==> src/rtl/sphc_pkg.sv <==
// ----------------------------------------------------------------------------
// sphc_pkg: shared types and constants of the split payload header checker
// Beat structs of both channels, header layout offsets and check limits.
// ----------------------------------------------------------------------------
`default_nettype none

package sphc_pkg;

    // Input beat: one header byte
    typedef struct packed {
        logic [7:0] payload_byte;
        logic       last_byte;
    } sphc_in_t;

    // Result beat: status and decoded fields
    typedef struct packed {
        logic        valid_header;
        logic        rope_mode;
        logic [7:0]  row_total;
        logic [16:0] width_first;
        logic [16:0] width_second;
        logic [16:0] width_third;
        logic [63:0] module_size;
    } sphc_out_t;

    // Handshake control from the top level to the parse stage
    typedef struct packed {
        logic go;    // held byte is consumed this cycle
        logic last;  // ... and it closes the payload
    } sphc_step_t;

    // Byte offsets of the header regions
    localparam logic [7:0] MAGIC_END     = 8'd8;
    localparam logic [7:0] WORDS_END     = 8'd40;
    localparam logic [7:0] DIGEST_END    = 8'd72;
    localparam logic [7:0] PAYLOAD_BYTES = 8'd128;
    localparam logic [7:0] LAST_POS      = 8'd127;
    localparam logic [7:0] POS_MAX       = 8'd255;

    // Word indexes (byte offset / 4) inside the word region
    localparam logic [3:0] WORD_VERSION = 4'd2;
    localparam logic [3:0] WORD_LENGTH  = 4'd3;
    localparam logic [3:0] WORD_ROWS    = 4'd4;
    localparam logic [3:0] WORD_WIDTH0  = 4'd5;
    localparam logic [3:0] WORD_WIDTH1  = 4'd6;
    localparam logic [3:0] WORD_WIDTH2  = 4'd7;
    localparam logic [3:0] WORD_MSIZE_L = 4'd8;
    localparam logic [3:0] WORD_MSIZE_H = 4'd9;

    // Check limits
    localparam logic [31:0] HDR_VERSION      = 32'd1;
    localparam logic [31:0] HDR_LENGTH       = 32'd120;
    localparam logic [31:0] MAX_ROWS         = 32'd128;
    localparam logic [31:0] MAX_WIDTH        = 32'd65536;
    localparam logic [17:0] MAX_WIDTH_SUM    = 18'd65536;
    localparam logic [7:0]  ROPE_ROWS        = 8'd50;
    localparam logic [16:0] ROPE_WIDTH_FIRST = 17'd2048;
    localparam logic [16:0] ROPE_WIDTH_OTHER = 17'd256;

    // "AIPSP1\0\0" and "AIQRP1\0\0"
    localparam logic [7:0] PLAIN_MAGIC [8] =
        '{8'h41, 8'h49, 8'h50, 8'h53, 8'h50, 8'h31, 8'h00, 8'h00};
    localparam logic [7:0] ROPE_MAGIC [8] =
        '{8'h41, 8'h49, 8'h51, 8'h52, 8'h50, 8'h31, 8'h00, 8'h00};

endpackage

`default_nettype wire

==> src/rtl/sphc_parse.sv <==
// ----------------------------------------------------------------------------
// sphc_parse: header field assembly and checks
// Tracks the byte offset, assembles little-endian words and folds each check
// into sticky flags; forms the result for the closing byte.
// ----------------------------------------------------------------------------
`default_nettype none

module sphc_parse
    import sphc_pkg::*;
(
    input  wire logic       aclk,
    input  wire logic       aresetn,
    input  wire sphc_step_t step,
    input  wire sphc_in_t   beat,
    output sphc_out_t       result
);

    logic [7:0]  pos_reg,    pos_next;
    logic        plain_reg,  plain_next;
    logic        rope_reg,   rope_next;
    logic [23:0] asm_reg,    asm_next;
    logic        fail_reg,   fail_next;
    logic [7:0]  rows_reg,   rows_next;
    logic [16:0] width_reg  [3];
    logic [16:0] width_next [3];
    logic [17:0] sum_reg,    sum_next;
    logic [63:0] msize_reg,  msize_next;
    logic        digest_reg, digest_next;

    logic [7:0]  b;
    logic [31:0] word;
    logic [3:0]  widx;
    logic        width_bad;
    logic        ok;
    logic        rope_fit;

    assign b    = beat.payload_byte;
    assign word = {b, asm_reg};
    assign widx = pos_reg[5:2];

    // bad width: zero, not a multiple of 8, or alone beyond the sum limit
    assign width_bad = (word == 32'd0) || (word[2:0] != 3'd0) || (word > MAX_WIDTH);

    always_comb begin
        pos_next    = (pos_reg == POS_MAX) ? pos_reg : pos_reg + 8'd1;
        plain_next  = plain_reg;
        rope_next   = rope_reg;
        asm_next    = asm_reg;
        fail_next   = fail_reg;
        rows_next   = rows_reg;
        width_next  = width_reg;
        sum_next    = sum_reg;
        msize_next  = msize_reg;
        digest_next = digest_reg;

        if (pos_reg < MAGIC_END) begin
            plain_next = plain_reg && (b == PLAIN_MAGIC[pos_reg[2:0]]);
            rope_next  = rope_reg && (b == ROPE_MAGIC[pos_reg[2:0]]);
        end else if (pos_reg < WORDS_END) begin
            unique case (pos_reg[1:0])
                2'd0: asm_next = {16'd0, b};
                2'd1: asm_next[15:8] = b;
                2'd2: asm_next[23:16] = b;
                2'd3: begin
                    asm_next = '0;
                    unique case (widx)
                        WORD_VERSION: fail_next = fail_reg || (word != HDR_VERSION);
                        WORD_LENGTH:  fail_next = fail_reg || (word != HDR_LENGTH);
                        WORD_ROWS: begin
                            rows_next = word[7:0];
                            fail_next = fail_reg || (word == 32'd0) || (word > MAX_ROWS);
                        end
                        WORD_WIDTH0: begin
                            width_next[0] = word[16:0];
                            fail_next     = fail_reg || width_bad;
                            sum_next      = sum_reg + {1'b0, word[16:0]};
                        end
                        WORD_WIDTH1: begin
                            width_next[1] = word[16:0];
                            fail_next     = fail_reg || width_bad;
                            sum_next      = sum_reg + {1'b0, word[16:0]};
                        end
                        WORD_WIDTH2: begin
                            width_next[2] = word[16:0];
                            fail_next     = fail_reg || width_bad;
                            sum_next      = sum_reg + {1'b0, word[16:0]};
                        end
                        WORD_MSIZE_L: msize_next[31:0]  = word;
                        WORD_MSIZE_H: msize_next[63:32] = word;
                        default: ;
                    endcase
                end
                default: ;
            endcase
        end else if (pos_reg < DIGEST_END) begin
            digest_next = digest_reg || (b != 8'd0);
        end else if (pos_reg < PAYLOAD_BYTES) begin
            fail_next = fail_reg || (b != 8'd0);
        end else begin
            fail_next = 1'b1;
        end
    end

    // final verdict on the state as it stands after this byte
    always_comb begin
        rope_fit = (rows_next == ROPE_ROWS) && (width_next[0] == ROPE_WIDTH_FIRST)
                && (width_next[1] == ROPE_WIDTH_OTHER)
                && (width_next[2] == ROPE_WIDTH_OTHER);
        ok = !fail_next && (pos_reg == LAST_POS) && (plain_next || rope_next)
          && (sum_next <= MAX_WIDTH_SUM) && (msize_next != 64'd0) && digest_next
          && (!rope_next || rope_fit);
        result = '0;
        if (ok) begin
            result.valid_header = 1'b1;
            result.rope_mode    = rope_next;
            result.row_total    = rows_next;
            result.width_first  = width_next[0];
            result.width_second = width_next[1];
            result.width_third  = width_next[2];
            result.module_size  = msize_next;
        end
    end

    always_ff @(posedge aclk) begin
        if (!aresetn || (step.go && step.last)) begin
            pos_reg    <= '0;
            plain_reg  <= 1'b1;
            rope_reg   <= 1'b1;
            asm_reg    <= '0;
            fail_reg   <= 1'b0;
            rows_reg   <= '0;
            width_reg  <= '{default: '0};
            sum_reg    <= '0;
            msize_reg  <= '0;
            digest_reg <= 1'b0;
        end else if (step.go) begin
            pos_reg    <= pos_next;
            plain_reg  <= plain_next;
            rope_reg   <= rope_next;
            asm_reg    <= asm_next;
            fail_reg   <= fail_next;
            rows_reg   <= rows_next;
            width_reg  <= width_next;
            sum_reg    <= sum_next;
            msize_reg  <= msize_next;
            digest_reg <= digest_next;
        end
    end

endmodule

`default_nettype wire

==> config.mk <==
export PLATFORM = sky130hd
export DESIGN_NAME = sphc_parse
export DESIGN_NICKNAME = d
export VERILOG_FILES = /design/src/rtl/sphc_pkg.sv /design/src/rtl/sphc_parse.sv
export SDC_FILE = /design/constraint.sdc
export NUM_CORES = 1
export LEC_CHECK = 0
export BUFFER_PORTS_ARGS = -buffer_cell sky130_fd_sc_hd__buf_2
export CAP_MARGIN = 0
export CORE_UTILIZATION = 55
export CTS_BUF_LIST = sky130_fd_sc_hd__clkbuf_2 sky130_fd_sc_hd__clkbuf_4 sky130_fd_sc_hd__clkbuf_8
export DETAILED_ROUTE_END_ITERATION = 7
export PLACE_DENSITY = 0.75
export SYNTH_ARGS = -nofsm -noshare
export SYNTH_HDL_FRONTEND = slang
export SYNTH_SLANG_ARGS = --single-unit
==> constraint.sdc <==
create_clock -name aclk -period 4 [get_ports aclk]
set_clock_uncertainty 0.2 [all_clocks]
set_input_delay 0.4 -clock aclk [delete_from_list [all_inputs] [get_ports aclk]]
set_output_delay 0.4 -clock aclk [all_outputs]
set_load 0.005 [all_outputs]
# ---- Word level (Yosys, flattened, before mapping)
# Memory sizes are Yosys's and may differ from the RTL's.
# Index checks and enable logic that the tools add are counted.
# Widths: inputs -> output; s select.
dict set report word_totals {
  register_bits 177
  romBits 128
  input_bits 13
  out_inout_bits 125
  wordCells 129
  memories 2
}
# memory words width read_ports rd_clocked_by_memory_dff write_ports line
set memory_table {}
lappend memory_table {{(no name shown)} 8 8 1 0 0 sphc_parse.sv:58} ;# rope_next = rope_reg && (b == ROPE_MAGIC[pos_reg[2:0]]);
lappend memory_table {{(no name shown)} 8 8 1 0 0 sphc_parse.sv:57} ;# plain_next = plain_reg && (b == PLAIN_MAGIC[pos_reg[2:0]]);
dict set report classes {
  n_addsub 2
  order_cmp 8
  eq_ne 21
  n_mux 38
  bitwise 3
  reduce_logical 41
}
# op n
set op_table {}
lappend op_table {{$mux 64} 3}
lappend op_table {{$mux 51} 3}
lappend op_table {{$mux 125} 1}
lappend op_table {{$mux 18} 4}
lappend op_table {{$mux 32} 2}
lappend op_table {{$mux 8} 8}
lappend op_table {{$reduce_bool 64->1} 1}
lappend op_table {{$mux 17} 3}
lappend op_table {{$pmux 8 s2} 3}
lappend op_table {{$eq 17x9->1 const B} 2}
lappend op_table {{$gt 32x17->1 const B} 1}
lappend op_table {{$gt 32x8->1 const B} 1}
lappend op_table {{$logic_not 32->1} 1}
lappend op_table {{$ne 32x1->1 const B} 1}
lappend op_table {{$ne 32x7->1 const B} 1}
lappend op_table {{$add 18x17->18} 1}
lappend op_table {{$le 18x17->1 const B} 1}
lappend op_table {{$eq 17x12->1 const B} 1}
lappend op_table {{$eq 4x3->1 const B} 4}
lappend op_table {{$eq 8x8->1} 2}
lappend op_table {{$logic_and 1x1->1} 12}
lappend op_table {{$logic_or 1x1->1} 12}
lappend op_table {{$reduce_and 4->1} 3}
lappend op_table {{$mux 1} 10}
lappend op_table {{24 further kinds} 32}

# ---- Logic depth before layout (Yosys ltp)
# Gate-level depths: netlist of the first run.
dict set report logic_depth {
  word_depth 16
  depth_mapped 14
  mapped_depth_nobuf 11
}

# ---- Least setup slack after synthesis of the first run
# OpenSTA, ideal clock, no wires.
dict set report synth_path {
  path_type {register -> output}
  start {register asm_reg[1]}
  end {output port result[124] (netlist bit)}
  arrival_ns 3.359
  t_required_ns 3.400
  slack_ns 0.041
  stages_incl_launch_ff 15
  n_path_buf 4
  path_cell_list {dfxtp_1 clkbuf_1 inv_1 fa_1 nand2b_1 a21oi_1 o31a_1 o31a_1 o31ai_1 a2111oi_0 nand4_1 clkbuf_1 buf_2 a21oi_1 buf_4}
}
# element line
set synth_rtl {}
lappend synth_rtl {{start, declared} sphc_parse.sv:21} ;# logic [23:0] asm_reg, asm_next;
lappend synth_rtl {{start signal, assigned} sphc_parse.sv:140} ;# asm_reg <= asm_next;
lappend synth_rtl {{end, declared} sphc_parse.sv:15} ;# output sphc_out_t result

==> results.ini, run 1 <==
[status]
status = complete, but fails checks
violations = setup timing

[min_path]
hp-class = input port to register
hp-start = beat[6]

[timing]
rsz0062_at_grt = true
period_minus_slack_ns = 4.254
slew_headroom = 0.3403
fmax_ghz = 0.2350
setup_ws_ns = -0.2544
worstMarginPinSlew_ns = 0.9895
setup_viol = 124
whs_ns = 0.05289
drv_slew = 0
hold_violations = 0
finalCritPeriodShare = 1.064

[critical_path]
worstSetupPathType = register to primary output
timing.rr.start = pos_reg[0]$_SDFFE_PP0P_
crit_top_cell = or4_4
cp-startpoint = asm_reg[7]$_SDFFE_PP0P_
cp.buffers_inverters = 4
critPathCaptureType = primary output
slowest_delay_ns = 0.57
crit_required_ns = 3.40
crit_family = simple AND/OR/NAND/NOR gates
critPathLaunchType = register
critPathArrivalTime_ns = 3.65
worstPathCellList = or4_4 > nor4_1 > a21oi_2 > or4_4 > nor4_4 > o211ai_1 > buf_4 > buf_12 > clkbuf_16 > a211oi_1 > buf_2
cp_max_fo = 8
slowest_stage = or4_4

[synthesis]
seq_area_frac_synth = 0.3204
ys_types = 59
synthesis.nets = 1465
netlist_area_mm2 = 0.01106
synthFlopType = dfxtp_1
avgSynthCellArea_um2 = 7.749
yosysWarnings = 0
ys_async_sr_fraction = 0
ys_seq_elements = 177
synth_edf_count = 0
syn_inst = 1427

[grt]
gr-usage-all-layers = 0.3592
grt_start_max_net_pins = 74
grt_pass1_vias = 10426
antenna_found_initial = 0
grt_pass1_wl_um = 57110
gr-total-overflow = 0

[place]
globalplace.congestion = 0.9582
dp_hpwl_um = 22810
io_buffers = 136
post-place-ws_ns = 0.1393

[clock_tree]
cts_made_buffers = 17
cts_buffer_depth = 2
h-tree-depth = 4
cts_tree = built
cts.sinks = 177
cts_root_buffer = clkbuf_8
hold_buffers = 0
clk_pin_slew_ns = 0.10
clkLatencyLatePin_ns = 0.48

[final_layout]
largest_reg_flops = 64
nFillCells = 1390
layout-drive-gt1-share = 0.3041
final_nets = 1597
area_delta_synth_final_pct = 29.58
antenna_cells = 0

[floorplanning]
fp-row-count = 51
dieArea_mm2 = 0.02068
pin_count = 138
dieWidth_um = 143.8
die_h_um = 143.8
start_util = 0.5645
core-area_mm2 = 0.01959

[route]
firstDrtPassIters = 8
wl_per_cell_um = 21.85
vias = 12064
viasPerCell = 6.567
drt-initial-drc-count = 1505
routed_wl_um = 40140
detail-route-antenna-nets = 0
route.detailed.drc = 0

[pwr]
p_leak_nw = 5.684
power.density_mw_per_mm2 = 257.1
vdd_drop_max_mv = 0.2346

[run]
cap_violations = 0

-- worst min-delay path: cells and delay by family --
kind	cells	cell delay [ns]
buffers and inverters	1	0.16
and+or+nand+nor	1	0.07
AOI/OAI and AO/OA	1	0.05
-- final cells by class --
class | count | area, um^2 | share of cell area
Tap cell | 265 | 331.6 | 0.02314
Timing Repair Buffer | 259 | 2292 | 0.1600
Multi-Input combinational cell | 1093 | 7619 | 0.5317
Clock buffer | 21 | 282.8 | 0.01973
Clock inverter | 11 | 200.2 | 0.01397
Sequential cell | 177 | 3560 | 0.2484
Inverter | 11 | 43.79 | 0.003056
-- per-layer routing --
layer	GRT usage	up-vias	wire (um)	share of wire
met2	0.5779	810	18850	0.47
met1	0.4762	5711	15550	0.39
met3	0.06165	161	3897	0.097
met4	0.1433	0	1841	0.046
li1	-	5382	-	-
met5	0	-	0	0
-- metrics by stage --
step / std cells / instance area (um^2) / total power [W] / TNS [ns] / utilization
2_1_floorplan: 1427 / 11060 / 0.001962 / 0 / -
3_3_place_gp: 1754 / 12120 / 0.002034 / 0 / 0.6186
3_5_place_dp: 1754 / 12120 / 0.002037 / 0 / 0.6186
4_1_cts: 1817 / 13720 / 0.003605 / -9.636 / 0.7001
5_1_grt: 1837 / 14330 / 0.003773 / -31.59 / 0.7314
6_report: 1837 / 14330 / 0.003684 / -15.25 / 0.7314
-- Yosys cell counts (all sizes together) (17+ instances only) --
library cell / instances / area (um^2)
a21oi: 170 / 850.8
o21ai: 17 / 85.08
mux2i: 130 / 1301
dfxtp: 177 / 3543
nor2: 79 / 296.5
buf: 17 / 120.1
ha: 24 / 300.3
a211oi: 124 / 1176
nand2: 279 / 1047
clkbuf: 129 / 484.2
nor4: 42 / 277.8
nor3: 22 / 110.1
nand3: 59 / 295.3
-- final timing paths --
check,to,cells after the start,slack (ns)
worst max-delay path,result[3],11,-0.25
worst min-delay path,msize_reg[61]$_SDFFE_PP0P_,3,0.05
worst max register to register,msize_reg[24]$_SDFFE_PP0P_,10,1.07
worst min register to register,rows_reg[1]$_SDFFE_PP0P_,2,0.27
-- power by group --
group / total (W) / switching (W) / internal [W] / leakage, nW
Clock: 0.00150 / 0.000693 / 0.000807 / 0.237
Combinational: 0.000414 / 0.000241 / 0.000173 / 4.02
Sequential: 0.00177 / 0.00000514 / 0.00177 / 1.43
-- placed cells by master (no fill, tap or decap), types with 11 or more instances in the layout --
| master | instances |
|---|---|
| a21oi_1 | 166 |
| a211oi_1 | 19 |
| mux2i_1 | 130 |
| buf_2 | 136 |
| nor3_1 | 17 |
| nand2_1 | 276 |
| ha_1 | 15 |
| buf_16 | 11 |
| nand3_1 | 58 |
| nor4_1 | 36 |
| xnor2_1 | 11 |
| buf_4 | 69 |
| dfxtp_1 | 168 |
| a211oi_2 | 98 |
| nor2_1 | 74 |
| buf_6 | 12 |
| nand4_1 | 15 |
| o21ai_0 | 13 |
| a31oi_1 | 11 |
| buf_12 | 14 |
| clkbuf_8 | 20 |
| clkbuf_16 | 12 |
-- cell families after synthesis --
family | share of synthesized area
adders and majority gates | 0.02897
AOI/OAI and AO/OA | 0.2266
buffers and inverters | 0.05838
DFF | 0.3204
muxes | 0.1177
xor gates and xnor gates | 0.01505
and+or+nand+nor | 0.2329
-- timing repair --
| item | in CTS | in global routing |
|---|---|---|
| buffers inserted | 19 | 8 |
| endpoints found under the setup margin | 125 | 125 |
| gates resized for setup | 150 | 57 |
| hold endpoints to repair | 0 | 0 |
| gates cloned | 12 | 16 |
| pin swaps | 36 | 34 |
Power figures use the tool's default switching activity.
==> inputs of run 2 (changes only) <==
--- a/config.mk
+++ b/config.mk
@@ -5,6 +5,7 @@
 export SDC_FILE = /design/constraint.sdc
 export NUM_CORES = 1
 export LEC_CHECK = 0
+export ABC_AREA = 1
 export BUFFER_PORTS_ARGS = -buffer_cell sky130_fd_sc_hd__buf_2
 export CAP_MARGIN = 0
 export CORE_UTILIZATION = 55
==> results.ini, run 2 <==
[final_layout]
regArea_mm2 = 0.003567  ; +0.21%
nFillCells = 1837  ; +32%
area_delta_synth_final_pct = 22.81
final_cell_mix = 532 x nand2_1, 350 x inv_1, 219 x nor2_1
largest_reg_flops = 64  ; unchanged
multi_input_area_mm2 = 0.006633  ; -13%
antenna_cells = 0  ; unchanged
final_area_mm2 = 0.01429  ; -0.29%
layout_commonest_cell = nand2_1
layout-drive-gt1-share = 0.1799  ; -0.1242
final_nets = 2115  ; +32%

[route]
routed_wl_um = 41510  ; +3.4%
route.detailed.drc = 0  ; unchanged
detail-route-antenna-nets = 0  ; unchanged
drt-initial-drc-count = 1464  ; -2.7%
wl_per_cell_um = 17.59  ; -20%
firstDrtPassIters = 6  ; -2
viasPerCell = 5.665  ; -14%
vias = 13370  ; +11%

[clock_tree]
cts.sinks = 177  ; unchanged
cts_root_buffer = clkbuf_8
clk_pin_slew_ns = 0.11  ; about the same
clkLatencyLatePin_ns = 0.50  ; +0.02 ns
h-tree-depth = 4  ; unchanged
cts_tree = built
cts_made_buffers = 17  ; unchanged
cts_buffer_depth = 2  ; unchanged

[critical_path]
critPathCaptureType = primary output
critPathLaunchType = register
worstSetupPathType = register to primary output
crit_required_ns = 3.40  ; about the same
critPathArrivalTime_ns = 3.43  ; -0.22 ns
worstPathCellList = inv_2 > nand2_1 > nor2_4 > nor2_4 > buf_6 > buf_4 > nand3_4 > clkbuf_16 > o21ai_4 > nand2_1 > nor2_2 > nand3_1 > nor2_1 > nand2_1 > nand2_2 > nand4_4 > buf_12 > clkbuf_16 > nor2_1 > buf_2
slowest_delay_ns = 0.39  ; -0.18 ns
cp_max_fo = 12  ; +4
crit_top_cell = nand2_1
slowest_stage = dfxtp_4

[synthesis]
ys_seq_elements = 177  ; unchanged
syn_inst = 1930  ; +35%
seq_area_frac_synth = 0.3046  ; -0.01585
synth_edf_count = 0  ; unchanged
netlist_area_mm2 = 0.01163  ; +5.2%
synth_commonest_cells = 542 x nand2_1, 352 x inv_1, 236 x nor2_1
synthFlopType = dfxtp_1
netlist.area_leader.share = 0.3046  ; -0.01585
ys_types = 34  ; -42%
synthesis.nets = 1968  ; +34%
yosysMostFrequentCell = nand2_1
avgSynthCellArea_um2 = 6.028  ; -22%
synth_area_leaders = dfxtp_1 30%, nand2_1 17%, inv_1 11%, o211ai_1 8.8%, nor2_1 7.6%
yosysWarnings = 0  ; unchanged
yosysTopAreaCell = dfxtp_1
ys_async_sr_fraction = 0  ; unchanged

[timing]
hold_violations = 0  ; unchanged
drv_slew = 0  ; unchanged
setup_viol = 13  ; -90%
finalCritPeriodShare = 1.007  ; -0.05657
worstMarginPinSlew_ns = 1.082  ; +0.09214 ns
fmax_ghz = 0.2483  ; +5.6%
slew_headroom = 0.2789  ; -0.06143
period_minus_slack_ns = 4.028  ; -0.2263 ns
rsz0062_at_grt = true
setup_ws_ns = -0.02818  ; +0.2263 ns

[place]
dp_hpwl_um = 25800  ; +13%
io_buffers = 136  ; unchanged
dpl_cell_area_mm2 = 0.01265  ; +4.4%
globalplace.congestion = 0.9369  ; -2.2%
post-place-ws_ns = 0.1621  ; +0.02280 ns

[pwr]
power.density_mw_per_mm2 = 266.8  ; +3.8%
p_leak_nw = 7.942  ; +40%
vdd_drop_max_mv = 0.1943  ; -17%
power.total_w = 0.003812  ; +3.5%

[floorplanning]
die_h_um = 147.4  ; +2.5%
dieArea_mm2 = 0.02174  ; +5.1%
dieWidth_um = 147.4  ; +2.5%
fp-row-count = 52  ; +2.0%
core-area_mm2 = 0.02049  ; +4.6%
start_util = 0.5676  ; +0.003168
pin_count = 138  ; unchanged

[grt]
gr-usage-all-layers = 0.3443  ; -0.01486
antenna_found_initial = 0  ; unchanged
grt_pass1_vias = 11092  ; +6.4%
gr-total-overflow = 0  ; unchanged
grt_start_max_net_pins = 112  ; +51%
grt_pass1_wl_um = 58930  ; +3.2%

[min_path]
hp-class = input port to register

[status]
violations = setup timing
status = complete, but fails checks

[run]
cap_violations = 0  ; unchanged

-- run 2: cell count changes after synthesis, sizes merged, moves of 111 or more --
cell,delta
mux2i,-130
inv,+347
a21oi,-118
o211ai,+131
nor2,+163
a211oi,-111
nand2,+263
-- run 2: final cells by class --
cell class | count | area share
Multi-Input combinational cell | 1281 | 0.4642
Clock buffer | 17 | 0.01638
Timing Repair Buffer | 241 | 0.1357
Clock inverter | 15 | 0.01471
Sequential cell | 177 | 0.2497
Inverter | 359 | 0.09563
Tap cell | 270 | 0.02364
-- run 2: cell families after synthesis --
family	synth area share
DFF	0.3046
AOI/OAI and AO/OA	0.1577
xor gates and xnor gates	0.006776
and+or+nand+nor	0.3435
buffers and inverters	0.1599
adders and majority gates	0.02753
-- run 2: worst paths after layout --
kind         depth (start not counted)                    start                        to  slack [ns]
max                                 20  pos_reg[5]$_SDFFE_PP0P_                result[36]       -0.03
min                                  3                  beat[1]  asm_reg[16]$_SDFFE_PP0P_        0.05
max reg2reg                         10  pos_reg[5]$_SDFFE_PP0P_  asm_reg[10]$_SDFFE_PP0P_        1.46
min reg2reg                          2  digest_reg$_SDFFE_PP0P_   digest_reg$_SDFFE_PP0P_        0.28
-- run 2: metal layers --
| layer | vias up | track usage | wire, um |
|---|---|---|---|
| met2 | 730 | 0.5302 | 18270 |
| li1 | 6435 | - | - |
| met3 | 139 | 0.04907 | 4004 |
| met5 | - | 0 | 0 |
| met4 | 0 | 0.1577 | 2037 |
| met1 | 6066 | 0.4764 | 17200 |
-- run 2: worst max-delay path: cells and delay by family, from the launching register on --
kind | cells | cell delay, ns
and+or+nand+nor | 12 | 1.32
buffers and inverters | 7 | 1.05
DFF | 1 | 0.39
AOI/OAI and AO/OA | 1 | 0.14
-- run 2: what timing repair did --
item                       4_1_cts  5_1_grt
setup endpoints to repair      125      125
resized for setup               51       79
gates cloned                     2       21
pin swaps                       10       24
hold buffers                     0        0
setup buffers                   15       20
-- run 2: where the power goes --
part / internal (W) / switching (W) / leakage (nW)
sequential: 0.00184 / 0.0000442 / 1.45
combinational: 0.000181 / 0.000366 / 6.27
clock: 0.000546 / 0.000836 / 0.219
total: 0.00256 / 0.00125 / 7.94
-- run 2: through the flow --
stage               setup TNS (ns)  cells  utilization  hold slack [ns]
finish                     -0.1437   2360       0.6971          0.04753
global route                -14.13   2360       0.6971          0.04530
CTS                              0   2320       0.6551          0.02849
detailed placement               0   2272       0.6172           0.2630
global placement                 0   2272       0.6172           0.2529
floorplan                        0   1930            -           0.2371
